$ cat src/design/php_pkg.sv
`default_nettype none

package php_pkg;

  // Frame layout
  localparam logic [15:0] POS_MAX       = 16'hFFFF;
  localparam logic [15:0] ET_POS_HI     = 16'd12;
  localparam logic [15:0] ET_POS_LO     = 16'd13;
  localparam logic [15:0] VLAN_ET_HI    = 16'd16;
  localparam logic [15:0] VLAN_ET_LO    = 16'd17;
  localparam logic [4:0]  L3_START_ETH  = 5'd14;
  localparam logic [4:0]  L3_START_VLAN = 5'd18;
  localparam logic [7:0]  NEED_ETH      = 8'd14;
  localparam logic [7:0]  NEED_VLAN     = 8'd18;
  localparam logic [7:0]  IPV4_MIN_HDR  = 8'd20;
  localparam logic [6:0]  IPV6_HDR_LEN  = 7'd40;
  localparam logic [15:0] IPV4_PROTO_OFS = 16'd9;
  localparam logic [15:0] IPV6_NH_OFS   = 16'd6;
  localparam logic [15:0] TCP_DOFF_OFS  = 16'd12;
  localparam logic [7:0]  TCP_DOFF_NEED = 8'd13;
  localparam logic [7:0]  UDP_HDR_LEN   = 8'd8;
  localparam logic [3:0]  MIN_HDR_WORDS = 4'd5;
  localparam logic [3:0]  IPV4_VERSION  = 4'd4;
  localparam logic [3:0]  IPV6_VERSION  = 4'd6;

  // Ethertypes and protocol numbers
  localparam logic [15:0] ETYPE_VLAN = 16'h8100;
  localparam logic [15:0] ETYPE_IPV4 = 16'h0800;
  localparam logic [15:0] ETYPE_IPV6 = 16'h86DD;
  localparam logic [7:0]  PROTO_ICMP = 8'd1;
  localparam logic [7:0]  PROTO_TCP  = 8'd6;
  localparam logic [7:0]  PROTO_UDP  = 8'd17;

  // Application signatures
  localparam logic [31:0] HTTP_GET  = 32'h47455420;
  localparam logic [31:0] HTTP_POST = 32'h504F5354;
  localparam logic [31:0] HTTP_PUT  = 32'h50555420;
  localparam logic [31:0] HTTP_HEAD = 32'h48454144;
  localparam logic [7:0]  TLS_HANDSHAKE = 8'h16;
  localparam logic [7:0]  TLS_MAJOR     = 8'h03;

  typedef enum logic [2:0] {
    CLS_UNKNOWN = 3'd0,
    CLS_IPV4    = 3'd1,
    CLS_IPV6    = 3'd2,
    CLS_TCP     = 3'd3,
    CLS_UDP     = 3'd4,
    CLS_VLAN    = 3'd5,
    CLS_HTTP    = 3'd6,
    CLS_TLS     = 3'd7
  } php_class_t;

  typedef struct packed {
    logic [15:0] pos;
    logic [15:0] et;
    logic        vlan;
    logic        ipv4;
    logic        ipv6;
    logic        tcp;
    logic        udp;
    logic [4:0]  l3_start;
    logic [6:0]  l4_start;
    logic [7:0]  proto;
    logic [5:0]  l4_len;
    logic [7:0]  pay_start;
    logic [31:0] pay_head;
    logic        malformed;
    logic        k_l4pos;
    logic        k_proto;
    logic        k_l4len;
    logic        k_pay;
  } php_state_t;

  localparam php_state_t PHP_STATE_RST = '{l3_start: L3_START_ETH, default: '0};

  typedef struct packed {
    php_class_t  pkt_class;
    logic        vlan_seen;
    logic        ipv4_seen;
    logic        ipv6_seen;
    logic        tcp_seen;
    logic        udp_seen;
    logic [7:0]  l3_protocol;
    logic [5:0]  l4_header_len;
    logic [15:0] payload_offset;
    logic [15:0] payload_len;
    logic        header_ok;
  } php_result_t;

endpackage

`default_nettype wire

$ cat src/design/php_parse.sv
`default_nettype none

module php_parse (
  input  wire logic              clk,
  input  wire logic              rst_n,
  input  wire logic              adv,
  input  wire logic [7:0]        data_byte,
  input  wire logic              last_byte,
  output php_pkg::php_state_t    st_nxt,
  output logic [15:0]            cur_pos
);
  import php_pkg::*;

  php_state_t st_r;

  function automatic php_state_t take_proto(input php_state_t st, input logic [7:0] b);
    php_state_t r;
    r = st;
    r.proto = b;
    r.k_proto = 1'b1;
    if (b == PROTO_TCP) begin
      r.tcp = 1'b1;
    end else if (b == PROTO_UDP) begin
      r.udp = 1'b1;
    end
    if (r.k_l4pos && b != PROTO_TCP) begin
      r.l4_len = (b == PROTO_UDP || b == PROTO_ICMP) ? 6'(UDP_HDR_LEN) : 6'd0;
      r.k_l4len = 1'b1;
      if (b == PROTO_UDP) begin
        r.pay_start = 8'(r.l4_start) + UDP_HDR_LEN;
        r.k_pay = 1'b1;
      end
    end
    return r;
  endfunction

  always_comb begin
    php_state_t s;
    logic [3:0] lo_nib;
    logic [3:0] hi_nib;
    s = st_r;
    lo_nib = data_byte[3:0];
    hi_nib = data_byte[7:4];

    // shift in the outer or the tagged ethertype
    if (s.pos == ET_POS_HI || s.pos == ET_POS_LO ||
        (s.vlan && (s.pos == VLAN_ET_HI || s.pos == VLAN_ET_LO))) begin
      s.et = {s.et[7:0], data_byte};
    end
    if (s.pos == ET_POS_LO) begin
      if (s.et == ETYPE_VLAN) begin
        s.vlan = 1'b1;
        s.l3_start = L3_START_VLAN;
      end else if (s.et == ETYPE_IPV4) begin
        s.ipv4 = 1'b1;
      end else if (s.et == ETYPE_IPV6) begin
        s.ipv6 = 1'b1;
      end
    end else if (s.pos == VLAN_ET_LO && s.vlan) begin
      if (s.et == ETYPE_IPV4) begin
        s.ipv4 = 1'b1;
      end else if (s.et == ETYPE_IPV6) begin
        s.ipv6 = 1'b1;
      end
    end

    if (s.ipv4) begin
      if (s.pos == 16'(s.l3_start)) begin
        if (hi_nib != IPV4_VERSION) s.malformed = 1'b1;
        if (lo_nib < MIN_HDR_WORDS) begin
          s.malformed = 1'b1;
        end else begin
          s.l4_start = 7'(s.l3_start) + {1'b0, lo_nib, 2'b00};
          s.k_l4pos = 1'b1;
        end
      end else if (s.pos == 16'(s.l3_start) + IPV4_PROTO_OFS) begin
        s = take_proto(s, data_byte);
      end
    end else if (s.ipv6) begin
      if (s.pos == 16'(s.l3_start)) begin
        if (hi_nib != IPV6_VERSION) s.malformed = 1'b1;
        s.l4_start = 7'(s.l3_start) + IPV6_HDR_LEN;
        s.k_l4pos = 1'b1;
      end else if (s.pos == 16'(s.l3_start) + IPV6_NH_OFS) begin
        s = take_proto(s, data_byte);
      end
    end

    // TCP data offset
    if (s.tcp && s.k_l4pos && s.pos == 16'(s.l4_start) + TCP_DOFF_OFS) begin
      s.l4_len = {hi_nib, 2'b00};
      s.k_l4len = 1'b1;
      if (hi_nib < MIN_HDR_WORDS) begin
        s.malformed = 1'b1;
      end else begin
        s.pay_start = 8'(s.l4_start) + {2'b00, hi_nib, 2'b00};
        s.k_pay = 1'b1;
      end
    end

    // capture up to four leading payload bytes
    if (s.k_pay && s.pos >= 16'(s.pay_start) &&
        {1'b0, s.pos} < 17'(s.pay_start) + 17'd4) begin
      s.pay_head = {s.pay_head[23:0], data_byte};
    end

    if (s.pos == POS_MAX) begin
      s.malformed = 1'b1;
    end else begin
      s.pos = s.pos + 16'd1;
    end

    st_nxt = s;
  end

  always_ff @(posedge clk) begin
    if (!rst_n) begin
      st_r <= PHP_STATE_RST;
    end else if (adv) begin
      st_r <= last_byte ? PHP_STATE_RST : st_nxt;
    end
  end

  assign cur_pos = st_r.pos;

endmodule

`default_nettype wire

$ cat src/design/php_report.sv
`default_nettype none

module php_report (
  input  wire logic [15:0]         cur_pos,
  input  wire php_pkg::php_state_t st,
  output php_pkg::php_result_t     res
);
  import php_pkg::*;

  always_comb begin
    logic [15:0] flen;
    logic [7:0]  need;
    logic [5:0]  l4h;
    logic        trunc;
    logic [15:0] poff;
    logic [15:0] plen;
    logic        http;
    logic        tls;
    php_class_t  cls;

    flen = (cur_pos == POS_MAX) ? POS_MAX : cur_pos + 16'd1;

    // bytes the announced headers require
    need = st.vlan ? NEED_VLAN : NEED_ETH;
    l4h = 6'd0;
    if (st.ipv4) need = 8'(st.l3_start) + IPV4_MIN_HDR;
    if ((st.ipv4 || st.ipv6) && st.k_l4pos) begin
      if (8'(st.l4_start) > need) need = 8'(st.l4_start);
      if (st.k_proto) begin
        if (st.proto == PROTO_TCP) begin
          need = st.k_pay ? st.pay_start : 8'(st.l4_start) + TCP_DOFF_NEED;
        end else if (st.proto == PROTO_UDP || st.proto == PROTO_ICMP) begin
          need = 8'(st.l4_start) + UDP_HDR_LEN;
        end
      end
      if (st.k_l4len) l4h = st.l4_len;
    end
    trunc = flen < 16'(need);

    poff = 16'd0;
    plen = 16'd0;
    http = 1'b0;
    tls  = 1'b0;
    if (st.k_pay && 16'(st.pay_start) < flen) begin
      poff = 16'(st.pay_start);
      plen = flen - poff;
      if (plen >= 16'd4) begin
        http = st.pay_head == HTTP_GET || st.pay_head == HTTP_POST ||
               st.pay_head == HTTP_PUT || st.pay_head == HTTP_HEAD;
        tls  = st.pay_head[31:24] == TLS_HANDSHAKE && st.pay_head[23:16] == TLS_MAJOR;
      end else if (plen == 16'd3) begin
        tls  = st.pay_head[23:16] == TLS_HANDSHAKE && st.pay_head[15:8] == TLS_MAJOR;
      end
    end

    // later layers override earlier ones
    cls = CLS_UNKNOWN;
    if (st.ipv4) begin
      cls = CLS_IPV4;
    end else if (st.ipv6) begin
      cls = CLS_IPV6;
    end
    if (st.tcp) begin
      cls = CLS_TCP;
    end else if (st.udp) begin
      cls = CLS_UDP;
    end
    if (st.vlan) cls = CLS_VLAN;
    if (http) begin
      cls = CLS_HTTP;
    end else if (tls) begin
      cls = CLS_TLS;
    end

    res.pkt_class      = cls;
    res.vlan_seen      = st.vlan;
    res.ipv4_seen      = st.ipv4;
    res.ipv6_seen      = st.ipv6;
    res.tcp_seen       = st.tcp;
    res.udp_seen       = st.udp;
    res.l3_protocol    = st.proto;
    res.l4_header_len  = l4h;
    res.payload_offset = poff;
    res.payload_len    = plen;
    res.header_ok      = !(st.malformed || trunc);
  end

endmodule

`default_nettype wire

$ cat src/design/packet_header_parser_classifier.sv
`default_nettype none

// Frame header parser and classifier. Feed a frame one word (byte) per clock,
// starting at the destination MAC, with in_last_byte on its final byte; the
// block takes one word every cycle except during the stall described below and
// emits exactly one result word per frame, registered once the last byte
// leaves the input register (it stays there while an earlier result still waits
// at the output), carrying the class (unknown, IPv6, IPv4, UDP, TCP, VLAN, TLS,
// HTTP in rising priority), the layer flags, the L3 protocol, the L4 header
// length, payload offset and length, and a header check that drops to 0 on a
// bad IP version, IHL or TCP data offset below five, a frame shorter than its
// announced headers, or a frame of 64 KiB or more. The rate is set by the parser
// state update, which is combinational and sits between the input register and
// the result register. Input stalls only while a finished result waits at the
// output and the byte in the input register is itself a last byte.
module packet_header_parser_classifier (
  input  wire logic        clk,
  input  wire logic        rst_n,
  input  wire logic        in_valid,
  output logic             in_ready,
  input  wire logic [7:0]  in_data_byte,
  input  wire logic        in_last_byte,
  output logic             out_valid,
  input  wire logic        out_ready,
  output logic [2:0]       out_pkt_class,
  output logic             out_vlan_seen,
  output logic             out_ipv4_seen,
  output logic             out_ipv6_seen,
  output logic             out_tcp_seen,
  output logic             out_udp_seen,
  output logic [7:0]       out_l3_protocol,
  output logic [5:0]       out_l4_header_len,
  output logic [15:0]      out_payload_offset,
  output logic [15:0]      out_payload_len,
  output logic             out_header_ok
);
  import php_pkg::*;

  // input register
  logic        s1_valid_r;
  logic [7:0]  s1_byte_r;
  logic        s1_last_r;
  logic        s1_go;

  // result register
  logic        out_valid_r;
  php_result_t res_r;

  php_state_t  st_nxt;
  logic [15:0] cur_pos;
  php_result_t res_nxt;

  // Advance the held word unless it closes a frame and the result slot is
  // still occupied.
  assign s1_go    = s1_valid_r && (!s1_last_r || !out_valid_r || out_ready);
  assign in_ready = !s1_valid_r || s1_go;

  always_ff @(posedge clk) begin
    if (!rst_n) begin
      s1_valid_r <= 1'b0;
    end else if (in_ready) begin
      s1_valid_r <= in_valid;
    end
  end

  always_ff @(posedge clk) begin
    if (in_valid && in_ready) begin
      s1_byte_r <= in_data_byte;
      s1_last_r <= in_last_byte;
    end
  end

  php_parse u_parse (
    .clk       (clk),
    .rst_n     (rst_n),
    .adv       (s1_go),
    .data_byte (s1_byte_r),
    .last_byte (s1_last_r),
    .st_nxt    (st_nxt),
    .cur_pos   (cur_pos)
  );

  php_report u_report (
    .cur_pos (cur_pos),
    .st      (st_nxt),
    .res     (res_nxt)
  );

  // Load a result on the last word, drop it once taken.
  always_ff @(posedge clk) begin
    if (!rst_n) begin
      out_valid_r <= 1'b0;
    end else if (s1_go && s1_last_r) begin
      out_valid_r <= 1'b1;
    end else if (out_ready) begin
      out_valid_r <= 1'b0;
    end
  end

  always_ff @(posedge clk) begin
    if (s1_go && s1_last_r) begin
      res_r <= res_nxt;
    end
  end

  assign out_valid          = out_valid_r;
  assign out_pkt_class      = res_r.pkt_class;
  assign out_vlan_seen      = res_r.vlan_seen;
  assign out_ipv4_seen      = res_r.ipv4_seen;
  assign out_ipv6_seen      = res_r.ipv6_seen;
  assign out_tcp_seen       = res_r.tcp_seen;
  assign out_udp_seen       = res_r.udp_seen;
  assign out_l3_protocol    = res_r.l3_protocol;
  assign out_l4_header_len  = res_r.l4_header_len;
  assign out_payload_offset = res_r.payload_offset;
  assign out_payload_len    = res_r.payload_len;
  assign out_header_ok      = res_r.header_ok;

`ifndef SYNTHESIS
  a_last_makes_result: assert property (@(posedge clk) disable iff (!rst_n)
    s1_go && s1_last_r |=> out_valid_r)
    else $error("last word did not produce a result");

  a_last_rewinds: assert property (@(posedge clk) disable iff (!rst_n)
    s1_go && s1_last_r |=> cur_pos == 16'd0)
    else $error("parser position not cleared after frame end");

  a_blocked_last_holds: assert property (@(posedge clk) disable iff (!rst_n)
    s1_valid_r && s1_last_r && out_valid_r && !out_ready |=> s1_valid_r && s1_last_r)
    else $error("last word advanced while the result slot was full");

  a_tcp_class: assert property (@(posedge clk) disable iff (!rst_n)
    out_valid_r && res_r.pkt_class == CLS_TCP |-> res_r.tcp_seen && !res_r.vlan_seen)
    else $error("TCP class without TCP flag or with VLAN");

  a_payload_pair: assert property (@(posedge clk) disable iff (!rst_n)
    out_valid_r && res_r.payload_len != 16'd0 |-> res_r.payload_offset != 16'd0)
    else $error("payload length without payload offset");
`endif

endmodule

`default_nettype wire

$ cat config.mk
export PLATFORM = sky130hd
export DESIGN_NAME = packet_header_parser_classifier
export DESIGN_NICKNAME = d
export VERILOG_FILES = /design/src/design/php_pkg.sv /design/src/design/php_parse.sv /design/src/design/php_report.sv /design/src/design/packet_header_parser_classifier.sv
export SDC_FILE = /design/constraint.sdc
export NUM_CORES = 1
export LEC_CHECK = 0
export BUFFER_PORTS_ARGS = -buffer_cell sky130_fd_sc_hd__buf_2
export CAP_MARGIN = 5
export CORE_ASPECT_RATIO = 1.2
export CORE_UTILIZATION = 47
export CTS_BUF_LIST = sky130_fd_sc_hd__clkbuf_2
export DETAILED_ROUTE_END_ITERATION = 10
export GPL_TIMING_DRIVEN = 0
export PLACE_DENSITY_LB_ADDON = 0.1
export SLEW_MARGIN = 20
export SYNTH_ARGS = -nofsm -noshare
export SYNTH_HDL_FRONTEND = slang
export SYNTH_SLANG_ARGS = --single-unit
$ cat constraint.sdc
create_clock -name clk -period 13.1 [get_ports clk]
set_clock_uncertainty 0.2 [all_clocks]
set_input_delay 1.31 -clock clk [delete_from_list [all_inputs] [get_ports clk]]
set_output_delay 1.31 -clock clk [all_outputs]
set_load 0.02 [all_outputs]
# After elaboration in Yosys (flattened, before gate mapping)
# Cells that the tools add are included.
# W data, S select, Z words.
dict set report word_totals {
  register_bits 174
  inputBits 13
  output_inout_bits 57
  word_cells 194
}
dict set report classes {
  addsub 14
  order_cmp 8
  eq_ne 31
  n_mux 70
  n_reduce_logical 35
}
# op count
set ops {}
lappend ops {{$mux W73} 2}
lappend ops {{$eq A32 B31 Y1 const B} 4}
lappend ops {{$mux W108} 1}
lappend ops {{$mux W54} 2}
lappend ops {{$mux W75} 1}
lappend ops {{$mux W74} 1}
lappend ops {{$mux W8} 9}
lappend ops {{$eq A16 B16 Y1 const B} 4}
lappend ops {{$mux W16} 3}
lappend ops {{$mux W7} 5}
lappend ops {{$add A16 B1 Y16 const B} 2}
lappend ops {{$add A7 B4 Y8 const B} 4}
lappend ops {{$eq A16 B4 Y1 const B} 2}
lappend ops {{$eq A16 B5 Y1 const B} 2}
lappend ops {{$eq A16 B6 Y1} 2}
lappend ops {{$eq A8 B5 Y1 const B} 4}
lappend ops {{$mux W32} 1}
lappend ops {{$mux W14} 2}
lappend ops {{$mux W1} 25}
lappend ops {{$mux W2} 9}
lappend ops {{$eq A16 B12 Y1 const B} 1}
lappend ops {{$eq A16 B2 Y1 const B} 1}
lappend ops {{$eq A16 B5 Y1} 1}
lappend ops {{$eq A16 B8 Y1} 1}
lappend ops {{other kinds (30)} 69}

# Depth between registers and ports, before layout
dict set report depth {
  depth_word 29
  depth_mapped 42
  depth_no_buf 39
}

# Hierarchy
# From an unflattened synthesis, not the netlist that was laid out.
dict set report unflattened {
  hier_cells 1552
  hier_area_um2 13185.1
}
# module instances cells_each area_per_inst_um2 seq_area_each_um2
set by_module_without_submodules {}
lappend by_module_without_submodules {php_parse 1 1037 8295.5 2162.1}
lappend by_module_without_submodules {php_report 1 439 2850.2 0.0}
lappend by_module_without_submodules {packet_header_parser_classifier 1 76 2039.5 1961.9}

# Worst setup path before layout
# Ideal clock, no wire load.
dict set report synth_timing {
  path_kind {register -> register}
  startpoint {register u_parse.st_r (netlist bit u_parse.cur_pos[1])}
  endpoint {register res_r (netlist bit out_pkt_class[0]), data pin}
  setup_time_ps 149
  arrival_ps 8269
  required_time_ps 12751
  setup_slack_ps 4482
  path_stages_with_launch 39
  n_path_buf 3
  period_less_slack_ps 8618
  path_cell_list {dfxtp_1 clkbuf_1 inv_1 ha_1 or2_2 a2111oi_2 and4_1 a21bo_1 clkbuf_1 and2_1 ha_1 inv_1 fa_1 o32a_1 nor2_1 a21oi_2 ha_1 o211a_1 [3 not listed] mux2_2 buf_4 nor3_1 nand2_1 nand2_1 nand2_1 ha_1 and4_1 nand3_1 o21ai_0 a21oi_1 o31ai_1 a311oi_1 a21boi_1 o21ai_0 a2111oi_4 nor2_1 mux2i_1}
}
dict set report synth_between {
  elab_chain_len 27
  elab_cells_between_ends 91
  classes_between {9 x add/sub; 4 x order compare; 21 x eq/ne; 42 x mux; 15 x reduce/logical}
}
# element line_no
set synth_lines {}
lappend synth_lines {{start, declared} php_parse.sv:14} ;# php_state_t st_r;
lappend synth_lines {{start signal, assigned} php_parse.sv:120} ;# st_r <= last_byte ? PHP_STATE_RST : st_nxt;
lappend synth_lines {{parallel branches: the longest is 27 deep, another holds $add A5 B6 Y7} n/a}
lappend synth_lines {{end signal, assigned} packet_header_parser_classifier.sv:102} ;# res_r <= res_nxt;
lappend synth_lines {{end, declared} packet_header_parser_classifier.sv:47} ;# php_result_t res_r;
# Parallel ways; which one is timed is not known.
# A chain may end at the register's enable or synchronous reset.

# Worst setup path in the final report
dict set report layout_timing {
  startpoint {register u_parse.st_r (netlist bit u_parse.cur_pos[0])}
  endpoint {register res_r (netlist bit out_pkt_class[2]), data pin}
}
dict set report layout_between {
  elab_chain_len 28
  elab_cells_between_ends 89
  classes_between {9 x add/sub; 4 x order compare; 21 x eq/ne; 39 x mux; 16 x reduce/logical}
}
# element
set layout_lines {}
lappend layout_lines {{parallel branches: the longest is 28 deep, another holds $add A5 B6 Y7}}
# Parallel ways; which one is timed is not known.

==> results.txt <==
* Wire length of the first global-routing pass: between 60 and 70 mm
- Number of levels the H-tree was split into: 4
* Num Clock Sinks: 166
- Total number of nets in the final design: around 1600
- Worst setup path class: register to register
* Launch instance of the worst register-to-register path: u_parse.cur_pos[0]
- TritonCTS clock tree: yes
- Leakage power total: between 5 and 6 nW
- Following the worst setup path forward leads to its endpoint at out_pkt_class[2].
* Reg-to-reg critical path endpoint: out_pkt_class[2]
- Among the stages of the critical path, the cell type that occurs most often is o21ai_0.
* Sum of overflow across all layers after global routing: 0
- Total CTS buffers: 17
- Of the total synthesized cell area, the portion taken by full adders, half adders and majority gates is just under 6%.
- The floorplan step defined a die boundary enclosing ~0.026 mm².
* Transition at the pin with the smallest max-transition slack: around 0.9 ns
- Outcome: finished, final reports clean
* Met3 demand-to-capacity share in global routing: approximately 4.7%
* Met1 GRT Util: around 36%
- At the later pin of the worst-skew pair, clock insertion delay measures approximately 0.84 ns.
* Main combinational cell family by area after synthesis: simple AND/OR/NAND/NOR gates
* Clock transition time at the flip-flop clock pins of the worst setup and hold paths: between 0.2 and 0.3 ns
- Worst endpoint required time: about 14 ns
* Vias/cell: 6.08
- Setup repair after global routing left no endpoint under its margin.
* Post-route antenna net violation count: 0
- Pin count of the biggest net entering global routing: 30
* Post-CTS Hold Fix Bufs: 0
- Number of max-slew violations in the final report: 0
* Delay of the slowest cell on the worst path: around 0.57 ns
* Total design power: between 0.8 and 0.9 mW
* Synth Cell Area: around 0.012 mm²
* Crit path time final: around 11 ns
* Fill cell total of the finished layout: 2518
* Core Area: ~0.025 mm²
* Mean instance size in the synthesized netlist: 8.45 µm²
* Antenna violations before repair: 2
* Critical path data arrival time: roughly 11 ns
- Port buffering added 60 buffers.
- Synthesis inferred approximately 170 register bits.
- Power per cell area: between 60 and 70 mW/mm²
- In this run, the clock network consumes between 30% and 40% of the power.
- Max-cap violations: 0
- DRT iter0 DRCs: roughly 1100
- In the synthesized netlist the dominant register cell turns out to be dfxtp_1.
- Maximum clock frequency: between 90 and 100 MHz
* Startpoint Class: register
- Max Root-Sink Buffers: 2
* Remaining routing DRC violations: 0
* Most congested layer reported by global routing: met2
- Switching component of the power: ~0.25 mW
- Post-CTS sizing: 0
* Vias in the first global route: 10600
- Final setup TNS: 0 ns
- Ratio of final minimum period to clock period: 83.7%
- Tracing the worst setup path back leads to its startpoint at u_parse.cur_pos[0].
- Router iterations before antenna repair: 6
* FP Rows: 63
* DRT Wirelength: between 30 and 40 mm
* Worst reg2reg path depth: 38
* Synth Instances: between 1000 and 1500
- Sequential cells account for between 60% and 70% of the total power.
- In this run the worst path has a maximum fanout of 10.
- Sequential cells were found to cover approximately a third of the synthesized design area.
- In this run, synthesis inferred 56 flip-flops with an integrated enable.
* Detail Placement HPWL: slightly above 30 mm
* Number of I/O pins: 70
- CTS placed an instance of clkbuf_2 at the clock tree root.
- The congestion estimate from routability-driven global placement came to ~0.95.
- Complex-gate fraction of the synthesized area: 20.7%
- Setup violations remaining at the end of the flow were counted as 0.
* Cell internal power dissipation: between 0.6 and 0.7 mW
* Met2 track demand over resource in global routing: 53.0%
- In the final layout, flip-flops and latches occupy slightly below 0.004 mm².
- From bottom edge to top edge, the die measures ~180 µm.
- In the final layout, the share of cells above drive strength 1 is around an eighth.
- Of the total power, the share spent switching nets is between 20% and 30%.
* Fraction of registers with async set/reset: 0%
- In the final layout, the multi-input gates occupy between 0.007 and 0.008 mm².
- Die Width: 148 µm
- Place WS: 2.44 ns
- Once the clock tree was built, the setup fixing pass inserted 0 buffers.
* Final routed wire length divided by cell count: around 21 µm
- Final setup margin: approximately 2.1 ns
* Setup slack of the worst register-to-register path: about 2.1 ns
- Cell type of the slowest stage on the worst timing path: a21boi_1
* Distinct cell type count after synthesis: 113
- Maximum VDD drop: ~0.000063 V
- Number of vias in the routed layout: around 11000
- Class of the tightest hold or removal check: register to register
- In this run, the combinational gates consume about 7% of the power.
* Xor/xnor share of the synthesized area: 4.37%
* Fraction of synthesized area in multiplexers: between 3 and 4%
- Compared with the post-synthesis result, the final layout area differs by 8.30%.
* Post-Synth Simple-Gate Area: approximately 28%
- Max transition margin: between 30% and 40%
- The number of failing hold endpoints at the final stage was 0.
* Starting density of the core: between 40% and 50%
* Overall routing resource usage: 30.5%
- Warnings, synthesis: 0
* CP Capture Type: register
## kinds of logic (layout without fill, tap and decap cells)
family | after synthesis | count (layout)
adders and majority gates | 55 | 55
xor gates and xnor gates | 60 | 60
DFF | 166 | 166
muxes | 35 | 35
AOI/OAI and AO/OA | 349 | 349
and+or+nand+nor | 598 | 598
other | 1 | 10
buffers and inverters | 160 | 253
## layout by cell type, fill, tap and decap left out, types with 8 or more instances in the layout
master,instances
a211oi_1,9
a21o_1,12
a21oi_1,56
a22oi_1,68
a31oi_1,8
and2_1,41
and3_1,17
buf_2,75
buf_4,11
clkbuf_1,66
clkbuf_2,18
conb_1,8
dfxtp_1,110
edfxtp_1,56
ha_1,52
inv_1,60
mux2_2,9
mux2i_1,23
nand2_1,103
nand2b_1,14
nand3_1,41
nand4_1,31
nand4b_1,10
nor2_1,119
nor2b_1,86
nor3_1,37
nor4_1,13
nor4b_1,9
o211ai_1,9
o21a_1,8
o21ai_0,75
or2_2,12
or3_1,11
xnor2_1,39
xor2_1,21
## registers in the layout (all words and copies together), names as in the netlist
signal and cells:
out_ipv6_seen 1, out_valid 1, s1_last_r 1, u_parse.cur_pos 16, out_tcp_seen 1, u_parse.st_r 92, out_pkt_class 3, out_l3_protocol 8
out_l4_header_len 6, s1_valid_r 1, out_vlan_seen 1, s1_byte_r 8, out_header_ok 1, out_payload_offset 8, out_ipv4_seen 1, out_udp_seen 1
out_payload_len 16
## metrics by stage
stage | hold slack (ns) | utilization, % | area [µm²] | instances
after detailed placement | 0.265 | 51.3 | 12800 | 1817
after CTS | 0.300 | 52.3 | 13000 | 1849
after global placement | 0.263 | 51.3 | 12800 | 1816
after global routing | 0.334 | 52.3 | 13000 | 1851
after floorplan | 0.244 | - | 12100 | 1431
final | 0.298 | 52.3 | 13000 | 1851
## worst min-delay path by stage
stage                     start          endpoint  slack, ns  cells past startpoint
2_1_floorplan  u_parse.st_r[45]  u_parse.st_r[45]       0.24                      1
3_3_place_gp   u_parse.st_r[46]  u_parse.st_r[46]       0.26                      1
3_5_place_dp   u_parse.st_r[46]  u_parse.st_r[46]       0.27                      1
4_1_cts        u_parse.st_r[46]  u_parse.st_r[46]       0.30                      1
5_1_grt        u_parse.st_r[46]  u_parse.st_r[46]       0.33                      1
6_report       u_parse.st_r[46]  u_parse.st_r[46]       0.30                      1
## cell type report
| type | instances | share of cell area (%) |
|---|---|---|
| diodes | 2 | 0.0384 |
| plain buffers | 98 | 3.51 |
| clock buffers | 18 | 0.691 |
| clock inverters | 14 | 1.15 |
| inverters | 62 | 1.80 |
| multi-input cells | 1105 | 57.4 |
| flip-flops and latches | 166 | 29.8 |
| well taps | 325 | 3.12 |
| repair buffers | 61 | 2.46 |
## critical path, delay by kind of cell (launching register included)
family / cells / cell delay (ns)
muxes: 2 / 0.64
DFF: 1 / 0.48
adders and majority gates: 3 / 0.71
and+or+nand+nor: 11 / 2.57
buffers and inverters: 6 / 1.77
AOI/OAI and AO/OA: 16 / 4.40
## synth_stat cells (31+ instances only)
cell | n | area share [%]
xnor2_1 | 39 | 2.8
and2_1 | 41 | 2.1
a22oi_1 | 68 | 4.2
o21ai_0 | 75 | 3.1
nor3_1 | 37 | 1.5
nand4_1 | 31 | 1.6
dfxtp_1 | 110 | 18
clkbuf_1 | 66 | 2.1
nor2b_1 | 86 | 4.5
nand2_1 | 103 | 3.2
a21oi_1 | 56 | 2.3
edfxtp_1 | 56 | 14
ha_1 | 52 | 5.4
nor2_1 | 119 | 3.7
nand3_1 | 41 | 1.7
inv_1 | 61 | 1.9
## power by group through the flow
stage	Clock [mW]	Sequential (mW)	Combinational, mW
floorplan	0	0.550	0.0391
global placement	0	0.550	0.0626
detailed placement	0	0.550	0.0636
CTS	0.300	0.540	0.0638
global route	0.318	0.541	0.0688
finish	0.295	0.540	0.0643
## per-layer routing
metal  up-vias  wire (µm)
met2       448      18900
met1      5337      16000
met5         -          0
met4         0       2070
met3       110       2440
li1       5367          -
Power figures use the tool's default switching activity.
